### src/design/lhc_pkg.sv
// lhc_pkg: shared types and constants of the LRU hash cache.
// No dependencies; imported by every module of the block.
`default_nettype none
package lhc_pkg;

  localparam int SLOTS      = 2048;
  localparam int SLOT_BITS  = 11;
  localparam int KEY_BITS   = 32;
  localparam int VALUE_BITS = 32;
  localparam int CNT_BITS   = 11;
  localparam int TMP_BITS   = 10;

  localparam logic [CNT_BITS-1:0] MIN_LIMIT  = CNT_BITS'(2);
  localparam logic [CNT_BITS-1:0] MAX_LIMIT  = CNT_BITS'(SLOTS / 2);
  localparam logic [CNT_BITS-1:0] TOMB_LIMIT = CNT_BITS'(SLOTS / 3);
  localparam logic [SLOT_BITS-1:0] LAST_SLOT = SLOT_BITS'(SLOTS - 1);

  typedef enum logic [1:0] {
    OP_FIND   = 2'd0,
    OP_INSERT = 2'd1,
    OP_CLEAR  = 2'd2
  } op_t;

  typedef enum logic [1:0] {
    TAG_EMPTY = 2'd0,
    TAG_LIVE  = 2'd1,
    TAG_TOMB  = 2'd2
  } tag_t;

  typedef struct packed {
    logic [1:0]            opcode;
    logic [KEY_BITS-1:0]   key;
    logic [SLOT_BITS-1:0]  hash_index;
    logic [VALUE_BITS-1:0] value;
  } req_t;

  typedef struct packed {
    logic                  hit;
    logic [VALUE_BITS-1:0] found_value;
    logic                  evicted;
  } rsp_t;

  typedef struct packed {
    logic valid;
    req_t req;
  } q_head_t;

  typedef struct packed {
    logic init_active;
    logic pop;
  } bk_status_t;

  typedef struct packed {
    logic [SLOT_BITS-1:0]  home;
    logic [KEY_BITS-1:0]   key;
    logic [VALUE_BITS-1:0] value;
  } tmp_entry_t;

  typedef enum logic [1:0] {
    SW_INIT,
    SW_CLEAR,
    SW_REBUILD
  } sweep_t;

  typedef enum logic [1:0] {
    RET_EVICT,
    RET_PROMOTE,
    RET_NEW
  } ret_t;

  typedef enum logic [4:0] {
    ST_SWEEP,
    ST_IDLE,
    ST_EV_CHK,
    ST_EV_T,
    ST_UNL_RD,
    ST_UNL_WR,
    ST_PRB_RD,
    ST_PRB_CHK,
    ST_PLACE,
    ST_LF_RD,
    ST_LF_W1,
    ST_LF_W2,
    ST_RBC_RD,
    ST_RBC_WR,
    ST_RBP_RD,
    ST_RBP_HOME,
    ST_RBP_TRD,
    ST_RBP_TCHK,
    ST_RBP_CLOSE,
    ST_RESP
  } state_t;

endpackage
`default_nettype wire

### src/design/lhc_front.sv
// lhc_front: request intake and two-entry queue in front of the engine.
// Depends on lhc_pkg.
`default_nettype none
module lhc_front
  import lhc_pkg::*;
(
  input  wire logic       clk,
  input  wire logic       rst,
  input  wire logic       start,
  input  wire req_t       req,
  input  wire bk_status_t bk,
  output logic            busy,
  output q_head_t         head
);

  req_t       entry [2];
  logic       wr_ptr;
  logic       rd_ptr;
  logic [1:0] fill;
  logic       push;

  // hold off while full or while the tag store is swept after reset
  assign busy = (fill == 2'd2) || bk.init_active;
  assign push = start && !busy;

  assign head.valid = (fill != 2'd0);
  assign head.req   = entry[rd_ptr];

  always_ff @(posedge clk) begin
    if (push) begin
      entry[wr_ptr] <= req;
    end
  end

  always_ff @(posedge clk) begin
    if (rst) begin
      wr_ptr <= 1'b0;
      rd_ptr <= 1'b0;
      fill   <= 2'd0;
    end else begin
      if (push) begin
        wr_ptr <= !wr_ptr;
      end
      if (bk.pop) begin
        rd_ptr <= !rd_ptr;
      end
      fill <= fill + 2'(push) - 2'(bk.pop);
    end
  end

endmodule
`default_nettype wire

### config.mk
export PLATFORM = sky130hd
export DESIGN_NAME = lhc_front
export DESIGN_NICKNAME = d
export VERILOG_FILES = /design/src/design/lhc_pkg.sv /design/src/design/lhc_front.sv
export SDC_FILE = /design/constraint.sdc
export NUM_CORES = 1
export LEC_CHECK = 0
export BUFFER_PORTS_ARGS = -buffer_cell sky130_fd_sc_hd__buf_2
export CORE_MARGIN = 2
export CORE_UTILIZATION = 29
export CTS_CLUSTER_DIAMETER = 200
export DETAILED_ROUTE_END_ITERATION = 16
export GPL_ROUTABILITY_DRIVEN = 0
export HOLD_SLACK_MARGIN = 0.12
export PLACE_DENSITY = 0.57
export SYNTH_ARGS = -nofsm -noshare
export SYNTH_HDL_FRONTEND = slang
export SYNTH_SLANG_ARGS = --single-unit
### constraint.sdc
create_clock -name clk -period 13.31 [get_ports clk]
set_clock_uncertainty 0.2 [all_clocks]
set_input_delay 0.6655 -clock clk [delete_from_list [all_inputs] [get_ports clk]]
set_output_delay 0.6655 -clock clk [all_outputs]
set_load 0.03 [all_outputs]
== Word-level counts from Yosys, hierarchy flattened ==
Memory sizes are Yosys's and may differ from the RTL's. A register that Yosys moved wholly into a read port is not among the register bits.
Index checks and enable logic that the tools add are counted.
Storage, ports and cells
  register bits after elaboration: 4
  bits in latches: 0
  RAM bits: 154
  memory bits (read-only): 0
  output and inout bits: 79
  logic and storage cells: 17
  memories: 1
Memories
  entry: words 2, width 77, rd ports 1, clocked after Yosys merged registers in 1, write ports 1, RTL line lhc_front.sv:16  | req_t entry [2];
Operators by class
  add/subtract/negate cells: 2
  multiply operators: 0
  divide/modulo/power cells: 0
  $lt $le $gt $ge: 0
  equal/unequal tests: 1
  shifts and indexed selects: 0
  multiplexer cells: 4
  bitwise operators: 0
  reductions and logical operators: 6
Operator list (count)
  $mux 1: 4
  $logic_not 1->1: 3
  $add 2x1->2: 1
  $eq 2x2->1 const B: 1
  $reduce_bool 2->1: 1
  $sub 2x1->2: 1
  $logic_and 1x1->1: 1
  $logic_or 1x1->1: 1

== Depth between registers and ports, before layout ==
  depth in word-level cells: 6
  gate-level depth with buffers: 8
  gate-level depth less buffers: 8

== Least setup slack after synthesis ==
Ideal clock, no wire load.
  path kind: input-to-reg
  start: input port bk[1] (netlist name)
  end: memory entry[0][0] (netlist name), enable pin
  library setup time: 0.513 ns
  data arrival time: 4.110 ns
  data required time: 12.597 ns
  setup slack: 8.487 ns
  stages: 2
  cell sequence: nand3b_1 > nor2_1
On the way
  cells in the longest elaborated chain, start to end: 5
Ends and longest elaborated chain
  start: declaration: RTL line lhc_front.sv:11  | input wire bk_status_t bk,
  $logic_or 1x1->1: RTL line lhc_front.sv:23  | assign busy = (fill == 2'd2) || bk.init_active;
  $logic_not 1->1: RTL line lhc_front.sv:24  | assign push = start && !busy;
  $logic_and 1x1->1: RTL line lhc_front.sv:24
  $mux 1: RTL line lhc_front.sv:30  | if (push) begin
  $mux 1 (not written as such): RTL line lhc_front.sv:31  | entry[wr_ptr] <= req;
  end: declaration: RTL line lhc_front.sv:16
Every way passes these cells.

==> results.toml <==
[worst_setup_path]
cp.arrival_ps = 2400
critPathLaunchType = "flop"
end_kind = "primary output"
crit_required_ps = 12440
r2r_slack_ps = 10870
r2r_cells = 4
r2r_start = "fill[0]"
regToRegEndpoint = "entry[0][59]"
critPathMaxFanout = 40
critPathKind = "flop to primary output"

[global_routing]
grt_pass1_vias = 3200
grt_pass1_wl_um = 16700
grt_start_max_net_pins = 78
grt_usage_pct = 10.2
grt_overflow_total = 0
antenna_found_initial = 1

[yosys]
ys_top_cells_by_count = "edfxtp_1, mux2_2, mux2_4, nor2_1, dfxtp_1"
syn_area_um2 = 5920
synth_fp_nets = 349
async_flop_share_pct = 0
ys_ff_latch = 159
synth_most_common_cell = "edfxtp_1"
ys_warn_count = 0
synth_largest_area_cell = "edfxtp_1"
synth_edf_count = 154
syn_area_per_cell_um2 = 22.3
synth_top_area_share_pct = 78.1
yosysSeqAreaShare_pct = 79.8
ys_types = 16
synth_ff_type = "edfxtp_1"
synthTopCellsByArea = "edfxtp_1, mux2_2, mux2_4, dfxtp_1, buf_8"
synthCells = 265

[die]
ios = 161
core_um2 = 20100
start_util_pct = 29.4
fp.dieArea_um2 = 21600
placementRows = 52
die_y_um = 147
die_w_um = 147

[clock_tree]
cts_root_buf = "clkbuf_16"
clockBufferDepth = 2
clkTransAtPathRegs_ps = 60
cts_tree = "built"
ctsResizeCount = 0
clock_sinks = 159
hold_buffers = 0
htreeDepth = 4
cts_setup_buffers = 0
cts-buffers-inserted = 17
clkLatencyLatePin_ps = 400

[layout]
insertedDiodeCount = 0
area_growth_pct = 27.9
fin_cells = 721
fillers = 1881
nets = 522
layout-drive-gt1-share_pct = 60.3
stdcell_area_um2 = 7570

[timing]
period_share_pct = 24.5
maxSlewHeadroom_pct = 27.4
tightest_slew_ps = 1090
rsz0062_at_grt = "no"
hold_viol = 0
finalCriticalPeriod_ps = 3260
finalSetupViolations = 0
max_freq_ghz = 0.307
tns_ps = 0
maxSlewViolCount = 0

[flow_run]
max_cap_viol_count = 0

[place]
place_inst = 689
io_buffers = 160
dpl-instance-area_um2 = 7010
dp_hpwl_um = 6820

[pwr]
powerDensity_nw_per_um2 = 161
leakagePower_nw = 2.83
ir_worst_vdd_mv = 0.0801
power_mw = 1.22

[route]
first_pass_iters = 4
avgViaCountPerCell = 4.07
drc = 0
vias = 2936
routed_wl_um = 10600
drt-wirelength-per-cell_um = 14.7
drt_iter0_drc = 95
ant_nets = 0

[hold_path]
min_from = "req[74]"
hold_path_class = "input port to flop"
holdPathEnd = "entry[1][74]"
hold_depth = 1

[outcome]
status = "finished clean"
==> final cells by class <==
| cell class | count | area (um^2) | share of cell area [%] |
|---|---|---|---|
| inverter | 2 | 7.51 | 0.0992 |
| clock buffer | 21 | 440 | 5.82 |
| multi-input combinational | 95 | 1120 | 14.7 |
| clock inverter | 11 | 118 | 1.55 |
| sequential | 159 | 4730 | 62.5 |
| tap | 270 | 338 | 4.46 |
| timing repair buffer | 163 | 823 | 10.9 |
==> through the flow <==
| step | util (%) | hold slack (ps) | setup slack (ps) |
|---|---|---|---|
| 3_5_place_dp | 34.9 | 305 | 10410 |
| 5_1_grt | 37.7 | 215 | 9890 |
| 4_1_cts | 37.7 | 221 | 9960 |
| 6_report | 37.7 | 250 | 10050 |
| 2_1_floorplan | - | 280 | 8490 |
| 3_3_place_gp | 34.9 | 296 | 10450 |
==> registers in the layout, summed over array words and instances (netlist names), named ones only <==
| signal | cells |
|---|---|
| wr_ptr | 1 |
| fill | 2 |
| entry | 154 |
| rd_ptr | 1 |
==> power breakdown <==
group	leakage [nW]	switching [mW]	internal (mW)
clock	0.272	0.181	0.275
combinational	1.11	0.102	0.0628
sequential	1.45	0.0123	0.582
==> logic make-up (layout without fill, tap and decap cells) <==
logic type	Yosys count	count (layout)	synth area share [%]
xor+xnor	3	3	0.444
fa+ha+maj	2	2	0.423
buf+inv	11	197	1.61
flops	159	159	79.8
mux	78	78	16.7
simple gates	12	12	0.993
==> cell usage in the layout, fill, tap and decap left out <==
master and instances:
nor2_1 5, nor2b_1 1, bufinv_16 2, clkinv_2 4, ha_1 2, buf_2 160, nand3b_1 1, nand2b_1 2
mux2_2 48, nor2_4 2, inv_1 2, clkbuf_1 4, mux2_4 30, dfxtp_4 1, dfxtp_1 4, clkinv_4 3
or2_2 1, xor2_1 1, clkinv_1 1, clkbuf_16 17, edfxtp_1 154, xnor2_1 2, buf_4 3, clkinvlp_4 1
==> how the worst max path moves through the flow <==
stage | startpoint | end | slack [ps] | depth (start not counted)
5_1_grt | flop | head[31] | 9890 | 3
6_report | flop | head[19] | 10050 | 3
4_1_cts | flop | head[19] | 9960 | 3
3_5_place_dp | flop | head[19] | 10410 | 3
2_1_floorplan | bk[1] | entry[0][0] | 8490 | 2
3_3_place_gp | flop | head[30] | 10450 | 3
==> critical path, stage by stage (launching register included) <==
cell	delay, ps
dfxtp_4	740
buf_4	630
mux2_2	410
buf_2	180
==> per-layer routing <==
layer  GRT usage, %  wire, um
met1           12.3      4600
met2           16.3      5050
met3           4.13       768
met4           4.27       147
met5              0         0
(Power assumes the default switching activity.)
